File: src/design/pwrw_pkg.sv
// Shared types and constants for the pulse width register writer.
package pwrw_pkg;

    localparam int UNIT_W  = 6;
    localparam int CYC_W   = 8;
    localparam int DEV_W   = 7;
    localparam int BYTE_W  = 8;
    localparam int LEN_W   = 10;
    localparam int FRAME_W = 24;
    localparam int BIT_W   = 5;
    localparam int CFG_AW  = 2;
    localparam int CFG_DW  = 8;

    localparam logic [BIT_W-1:0] FRAME_BITS = 5'd24;

    localparam logic [UNIT_W-1:0] UNIT_RST = 6'd10;
    localparam logic [CYC_W-1:0]  PRE_RST  = 8'd60;
    localparam logic [CYC_W-1:0]  POST_RST = 8'd60;
    localparam logic [DEV_W-1:0]  DEV_RST  = 7'h53;

    localparam logic [CFG_AW-1:0] CFG_UNIT_CLOCKS    = 2'd0;
    localparam logic [CFG_AW-1:0] CFG_PRE_CYCLES     = 2'd1;
    localparam logic [CFG_AW-1:0] CFG_POST_CYCLES    = 2'd2;
    localparam logic [CFG_AW-1:0] CFG_DEVICE_ADDRESS = 2'd3;

    typedef struct packed {
        logic              command;
        logic [BYTE_W-1:0] write_data;
        logic [BYTE_W-1:0] reg_address;
    } t_item;

    typedef struct packed {
        logic rejected;
        logic frame_done;
        logic busy_res;
        logic clock_active;
        logic line_level;
    } t_result;

    typedef struct packed {
        logic [UNIT_W-1:0] unit_clocks;
        logic [CYC_W-1:0]  pre_cycles;
        logic [CYC_W-1:0]  post_cycles;
        logic [DEV_W-1:0]  device_address;
    } t_cfg;

endpackage

File: src/design/pulse_width_register_writer_core.sv
// A transaction's result reaches the master side through the input queue and the output register.
// Throughput: one transaction per cycle when no side stalls; the two-entry input queue and the
// output register let each side stall on its own; the frame sequencer takes one item per cycle.
// Reset (synchronous, active low): queue and output empty, frame idle, line held low,
// registers at unit 10, preamble 60, postamble 60, device address 0x53.
module pulse_width_register_writer_core
    import pwrw_pkg::*;
(
    input  logic              i_clk,
    input  logic              i_rst_n,
    input  logic              i_cfg_we,
    input  logic [CFG_AW-1:0] i_cfg_addr,
    input  logic [CFG_DW-1:0] i_cfg_data,
    input  logic              s_axis_tvalid,
    output logic              s_axis_tready,
    input  logic [15:0]       s_axis_tdata,  // reg_address, write_data
    input  logic              s_axis_tuser,  // command
    output logic              m_axis_tvalid,
    input  logic              m_axis_tready,
    output logic [7:0]        m_axis_tdata   // line_level, clock_active, busy_res,
                                             // frame_done, rejected, zero pad
);

    t_cfg    r_cfg;
    t_item   in_item;
    t_item   q_item;
    logic    q_valid;
    logic    q_pop;
    t_result result;

    assign in_item.command     = s_axis_tuser;
    assign in_item.reg_address = s_axis_tdata[7:0];
    assign in_item.write_data  = s_axis_tdata[15:8];

    always_ff @(posedge i_clk) begin
        if (!i_rst_n) begin
            r_cfg.unit_clocks    <= UNIT_RST;
            r_cfg.pre_cycles     <= PRE_RST;
            r_cfg.post_cycles    <= POST_RST;
            r_cfg.device_address <= DEV_RST;
        end else if (i_cfg_we) begin
            case (i_cfg_addr)
                CFG_UNIT_CLOCKS:    r_cfg.unit_clocks    <= i_cfg_data[UNIT_W-1:0];
                CFG_PRE_CYCLES:     r_cfg.pre_cycles     <= i_cfg_data[CYC_W-1:0];
                CFG_POST_CYCLES:    r_cfg.post_cycles    <= i_cfg_data[CYC_W-1:0];
                CFG_DEVICE_ADDRESS: r_cfg.device_address <= i_cfg_data[DEV_W-1:0];
                default:            r_cfg <= r_cfg;
            endcase
        end
    end

    pwrw_front u_front (
        .i_clk   (i_clk),
        .i_rst_n (i_rst_n),
        .i_valid (s_axis_tvalid),
        .o_ready (s_axis_tready),
        .i_item  (in_item),
        .o_valid (q_valid),
        .i_pop   (q_pop),
        .o_item  (q_item)
    );

    pwrw_engine u_engine (
        .i_clk    (i_clk),
        .i_rst_n  (i_rst_n),
        .i_cfg    (r_cfg),
        .i_valid  (q_valid),
        .i_item   (q_item),
        .o_pop    (q_pop),
        .o_valid  (m_axis_tvalid),
        .i_ready  (m_axis_tready),
        .o_result (result)
    );

    assign m_axis_tdata = {3'b000, result};

endmodule

File: src/design/pwrw_front.sv
// Input stage: two-entry queue that holds transactions, each with its command bit (tick or write).
module pwrw_front
    import pwrw_pkg::*;
(
    input  logic  i_clk,
    input  logic  i_rst_n,
    input  logic  i_valid,
    output logic  o_ready,
    input  t_item i_item,
    output logic  o_valid,
    input  logic  i_pop,
    output t_item o_item
);

    t_item      r_mem [2];
    logic       r_wr_ptr;
    logic       r_rd_ptr;
    logic [1:0] r_count;

    logic push;
    logic pop;

    assign o_ready = (r_count != 2'd2);
    assign o_valid = (r_count != 2'd0);
    assign push    = i_valid && o_ready;
    assign pop     = o_valid && i_pop;
    assign o_item  = r_mem[r_rd_ptr];

    always_ff @(posedge i_clk) begin
        if (push) begin
            r_mem[r_wr_ptr] <= i_item;
        end
    end

    always_ff @(posedge i_clk) begin
        if (!i_rst_n) begin
            r_wr_ptr <= 1'b0;
            r_rd_ptr <= 1'b0;
            r_count  <= 2'd0;
        end else begin
            if (push) begin
                r_wr_ptr <= ~r_wr_ptr;
            end
            if (pop) begin
                r_rd_ptr <= ~r_rd_ptr;
            end
            case ({push, pop})
                2'b10:   r_count <= r_count + 2'd1;
                2'b01:   r_count <= r_count - 2'd1;
                default: r_count <= r_count;
            endcase
        end
    end

endmodule

File: src/design/pwrw_engine.sv
// Frame sequencer: runs the frame into an output register, one transaction per unstalled cycle.
module pwrw_engine
    import pwrw_pkg::*;
(
    input  logic    i_clk,
    input  logic    i_rst_n,
    input  t_cfg    i_cfg,
    input  logic    i_valid,
    input  t_item   i_item,
    output logic    o_pop,
    output logic    o_valid,
    input  logic    i_ready,
    output t_result o_result
);

    typedef enum logic [2:0] {
        PH_IDLE,
        PH_PRE,
        PH_START,
        PH_SPACE,
        PH_BITH,
        PH_BITS,
        PH_STOP,
        PH_POST
    } t_phase;

    t_phase             r_phase,  n_phase;
    logic [LEN_W-1:0]   r_count,  n_count;
    logic [BIT_W-1:0]   r_bit,    n_bit;
    logic [FRAME_W-1:0] r_frame,  n_frame;
    logic               r_held,   n_held;
    logic               r_out_valid;
    t_result            r_result, n_result;

    logic [UNIT_W-1:0] unit;
    logic [LEN_W-1:0]  unit_len;
    logic [LEN_W-1:0]  len;
    logic [LEN_W-1:0]  count_inc;
    logic [BIT_W-1:0]  bit_inc;
    logic              phase_lvl;

    assign o_pop    = i_valid && (!r_out_valid || i_ready);
    assign o_valid  = r_out_valid;
    assign o_result = r_result;

    assign unit      = (i_cfg.unit_clocks == '0) ? UNIT_W'(1) : i_cfg.unit_clocks;
    assign unit_len  = LEN_W'(unit);
    assign count_inc = r_count + LEN_W'(1);
    assign bit_inc   = r_bit + BIT_W'(1);

    always_comb begin
        case (r_phase)
            PH_PRE:  len = LEN_W'(i_cfg.pre_cycles);
            PH_BITH: len = r_frame[FRAME_W-1] ? (unit_len << 1) + unit_len : unit_len;
            PH_STOP: len = (unit_len << 3) + (unit_len << 2) + unit_len;
            PH_POST: len = LEN_W'(i_cfg.post_cycles);
            default: len = unit_len;
        endcase
        case (r_phase)
            PH_START, PH_BITH, PH_STOP, PH_POST: phase_lvl = 1'b1;
            PH_IDLE:                             phase_lvl = r_held;
            default:                             phase_lvl = 1'b0;
        endcase
    end

    always_comb begin
        n_phase  = r_phase;
        n_count  = r_count;
        n_bit    = r_bit;
        n_frame  = r_frame;
        n_held   = r_held;
        n_result = '0;
        n_result.line_level = r_held;
        if (i_item.command) begin
            n_result.busy_res = 1'b1;
            if (r_phase != PH_IDLE) begin
                n_result.rejected = 1'b1;
            end else begin
                n_frame = {i_cfg.device_address, 1'b0, i_item.reg_address, i_item.write_data};
                n_bit   = '0;
                n_count = '0;
                n_phase = (i_cfg.pre_cycles == '0) ? PH_START : PH_PRE;
            end
        end else if (r_phase != PH_IDLE) begin
            n_result.busy_res     = 1'b1;
            n_result.clock_active = 1'b1;
            n_result.line_level   = phase_lvl;
            n_held  = phase_lvl;
            n_count = count_inc;
            if (count_inc >= len) begin
                n_count = '0;
                case (r_phase)
                    PH_PRE:   n_phase = PH_START;
                    PH_START: n_phase = PH_SPACE;
                    PH_SPACE: n_phase = PH_BITH;
                    PH_BITH:  n_phase = PH_BITS;
                    PH_BITS: begin
                        n_frame = r_frame << 1;
                        n_bit   = bit_inc;
                        n_phase = (bit_inc >= FRAME_BITS) ? PH_STOP : PH_BITH;
                    end
                    PH_STOP: begin
                        if (i_cfg.post_cycles == '0) begin
                            n_phase = PH_IDLE;
                            n_result.frame_done = 1'b1;
                        end else begin
                            n_phase = PH_POST;
                        end
                    end
                    default: begin
                        n_phase = PH_IDLE;
                        n_result.frame_done = 1'b1;
                    end
                endcase
            end
        end
    end

    always_ff @(posedge i_clk) begin
        if (!i_rst_n) begin
            r_phase     <= PH_IDLE;
            r_count     <= '0;
            r_bit       <= '0;
            r_frame     <= '0;
            r_held      <= 1'b0;
            r_out_valid <= 1'b0;
        end else begin
            if (o_pop) begin
                r_phase     <= n_phase;
                r_count     <= n_count;
                r_bit       <= n_bit;
                r_frame     <= n_frame;
                r_held      <= n_held;
                r_out_valid <= 1'b1;
            end else if (i_ready) begin
                r_out_valid <= 1'b0;
            end
        end
    end

    always_ff @(posedge i_clk) begin
        if (o_pop) begin
            r_result <= n_result;
        end
    end

endmodule
File: config.mk
export PLATFORM = sky130hd
export DESIGN_NAME = pulse_width_register_writer_core
export DESIGN_NICKNAME = d
export VERILOG_FILES = /design/src/design/pwrw_pkg.sv /design/src/design/pulse_width_register_writer_core.sv /design/src/design/pwrw_front.sv /design/src/design/pwrw_engine.sv
export SDC_FILE = /design/constraint.sdc
export NUM_CORES = 1
export LEC_CHECK = 0
export ABC_AREA = 1
export BUFFER_PORTS_ARGS = -buffer_cell sky130_fd_sc_hd__buf_2
export CORE_MARGIN = 2
export CORE_UTILIZATION = 35
export CTS_BUF_LIST = sky130_fd_sc_hd__clkbuf_2 sky130_fd_sc_hd__clkbuf_4 sky130_fd_sc_hd__clkbuf_8
export CTS_CLUSTER_SIZE = 8
export DETAILED_ROUTE_END_ITERATION = 6
export PLACE_DENSITY_LB_ADDON = 0.2
export SLEW_MARGIN = 20
export SYNTH_ARGS = -nofsm -noshare
export SYNTH_HDL_FRONTEND = slang
export SYNTH_HIERARCHICAL = 1
export SYNTH_SLANG_ARGS = --single-unit
File: constraint.sdc
create_clock -name i_clk -period 4.51 [get_ports i_clk]
set_input_delay 0.2255 -clock i_clk [delete_from_list [all_inputs] [get_ports i_clk]]
set_output_delay 0.2255 -clock i_clk [all_outputs]
set_load 0.01 [all_outputs]
==> impl_metrics.csv <==
group,metric,value,unit
run_status,outcome,"completed",
pwr,total_power,3.80,mW
die,boundaryPins,42,
synth,syn_area_per_cell,7.76,um^2
cells_and_area,drive_gt1_share,15.3,%
pwr,power.leakage,3.47,nW
timing,fin_hold_ws,0.0395,ns
cells_and_area,layout.nets,967,
synth,synth_xor_area_share,1.47,%
synth,yosys.area_share.adder,6.62,%
routing,ant_nets,0,
placed_design,dp_hpwl,9.99,mm
die,initial_utilization,35.4,%
cells_and_area,syn_to_final_growth,14.9,%
pwr,peakVddDrop,0.316,mV
routing,vias_per_cell,4.59,
clock_tree,cts_htree_levels,4,
clock_tree,clock_latency,0.46,ns
synth,synth_mux_area_share,3.48,%
timing,post-route-min-period,4.19,ns
die,die_area,0.0199,mm^2
cells_and_area,antenna_cells,0,
placed_design,placedCellCount,1098,
die,coreArea,0.0186,mm^2
die,die_x,141,um
die,rows,50,
setup_path,criticalPathCategory,"reg2reg",
placed_design,gp_congestion,0.832,
synth,synth_compound_area_share,7.04,%
timing,setup_ws,0.320,ns
cells_and_area,final_common_cell,"nand2_1",
synth,synth-simple-area-share,30.1,%
synth,synth_top_flop_cell,"dfxtp_1",
cells_and_area,most-common-layout-cells,"nand2_1, nor2_1, inv_1, dfxtp_1, nand3_1",
setup_path,cp_common_cell,"nand2_1",
synth,synth_area_leaders,"dfxtp_1, edfxtp_1, nand2_1",
job,max_cap_viol_count,0,
synth,ys_seq_area_share,41.6,%
die,die_y,141,um
routing,vias,5270,
routing,drt_iter0_markers,317,
synth,yosysWarnings,6,
setup_path,worstPathRequired,4.85,ns
synth,syn_area,0.00657,mm^2
routing,dr.pass1.iters,5,
routing,postRouteWirelength,14.6,mm
clock_tree,cts_buffers,17,
setup_path,crit_slowest_cell,"fa_2",
global_route,grt_pass1_vias,4989,
timing,skew,0.0165,ns
clock_tree,clk_path_buf_depth,2,
placed_design,postPlaceCellArea,0.00691,mm^2
pwr,p_per_area,504,mW/mm^2
timing,worstMarginPinSlew,0.879,ns
synth,synth_cell_type_count,51,
synth,synth_top_family_by_area,"simple AND/OR/NAND/NOR gates",
setup_path,end_kind,"register",
global_route,grt_pass1_wl,24.3,mm
setup_path,critPathBufInv,4,
placed_design,port-buffer-count,38,
timing,finalMaxSlewViolations,0,
timing,fin_crit_sh,92.9,%
clock_tree,cts_tree,"yes",
synth,ys_ff_latch,117,
synth,ys_async_sr_fraction,0,%
setup_path,slowest_delay,0.43,ns
placed_design,post-place-ws,0.0774,ns
setup_path,start_kind,"register",
setup_path,crit_arrival,4.53,ns
setup_path,cp_max_fo,9,
global_route,grt_antenna_before_repair,0,
synth,syn_inst,847,
synth,synth_edf_count,39,
global_route,grt_max_degree,50,
synth,yosysTopAreaCell,"dfxtp_1",
clock_tree,cts.clk_slew.worst_paths,0.09,ns
global_route,grt_usage,15.2,%
timing,fmaxAchievable,0.239,GHz
routing,drc,0,
timing,setup-violations-final,0,
synth,yosysTopAreaCellShare,23.8,%
worst_hold_path,hp-class,"in2reg",
timing,max_slew_margin,41.4,%
global_route,grt_remaining_overflow,0,
clock_tree,cts_sinks,117,
routing,routedWlPerCell,12.7,um
clock_tree,root_buffer,"clkbuf_8",
cells_and_area,instances_no_fill,1149,
setup_path,path_delay_family,"simple AND/OR/NAND/NOR gates",
timing,hold_viol,0,
cells_and_area,fin_area,0.00755,mm^2
cells_and_area,nFillCells,1910,
metrics by stage:
step / utilization [%] / TNS (ns)
after floorplan: - / 0
after global placement: 37.2 / 0
after detailed placement: 37.2 / 0
after CTS: 40.2 / 0
after global routing: 40.6 / -0.0179
final: 40.6 / 0
cells by family (layout without fill, tap and decap cells):
| group | after synthesis | in the layout |
|---|---|---|
| muxes | 17 | 17 |
| xor gates and xnor gates | 11 | 11 |
| and+or+nand+nor | 449 | 449 |
| adders and majority gates | 33 | 33 |
| AOI/OAI and AO/OA | 82 | 82 |
| other | 1 | 3 |
| buffers and inverters | 137 | 203 |
| DFF | 117 | 117 |
power by group:
group,internal [mW],switching (mW),leakage [nW]
Sequential,1.30,0.103,1.00
Clock,0.413,0.537,0.189
Combinational,0.533,0.914,2.28
cell usage after synthesis (2+ instances only):
master,count
nor2_2,2
buf_2,6
inv_2,4
o221ai_1,2
clkbuf_1,9
mux2_2,7
fa_1,3
o21bai_1,3
dfxtp_1,78
o211ai_1,2
inv_1,99
xnor2_1,4
o21ai_2,2
nand2_1,207
nand3_1,57
mux2_4,10
buf_4,6
o21ai_0,34
edfxtp_1,39
nand4_1,19
nor2_1,129
nand3b_1,2
buf_6,9
or2_2,4
ha_1,30
nand2_2,13
a21o_1,2
a21oi_1,30
nand3_2,6
a31oi_1,2
xor2_1,7
final cells by class:
class	count	area, um^2	area share [%]
flip-flops and latches	117	2730	36.2
repair buffers	67	495	6.56
inverters	104	390	5.17
multi-input cells	595	3250	43.0
well taps	234	293	3.88
clock buffers	17	234	3.10
clock inverters	15	158	2.09
path summary, 6_finish.rpt:
kind	slack [ns]	cells after the start	endpoint	startpoint
worst max-delay path	0.32	25	u_engine/r_phase[0]	r_cfg[24]
worst min-delay path	0.04	3	r_cfg[14]	i_cfg_data[7]
worst max register to register	0.32	25	u_engine/r_phase[0]	r_cfg[24]
worst min register to register	0.47	2	u_engine/r_frame[0]	u_engine/r_frame[0]
flip-flops by register name, indices dropped and copies added (netlist names), named ones only:
signal,flops
r_cfg,29
u_front/r_rd_ptr,1
u_engine/r_count,10
u_front/r_count,2
u_front/r_mem,34
u_engine/r_phase,3
u_engine/r_held,1
u_engine/o_result,5
u_engine/o_valid,1
u_engine/r_bit,5
u_engine/r_frame,24
u_front/r_wr_ptr,1
routing by layer:
metal / vias up / share of wire, % / track usage (%)
li1: 2821 / - / -
met1: 2347 / 50 / 20.9
met2: 86 / 44 / 23.7
met3: 16 / 3.9 / 3.74
met4: 0 / 1.4 / 4.63
met5: - / 0 / 0
worst min-delay path, delay by kind of cell:
kind / cells / cell delay [ns]
AND/OR/NAND/NOR: 2 / 0.13
buffers and inverters: 1 / 0.10
what timing repair did:
action / 4_1_cts / 5_1_grt
hold buffers: 17 / 0
endpoints found under the setup margin: 0 / 42
buffers inserted: 0 / 1
gates resized for setup: 0 / 9
hold endpoints to repair: 34 / 0
Power figures use the tool's default switching activity.
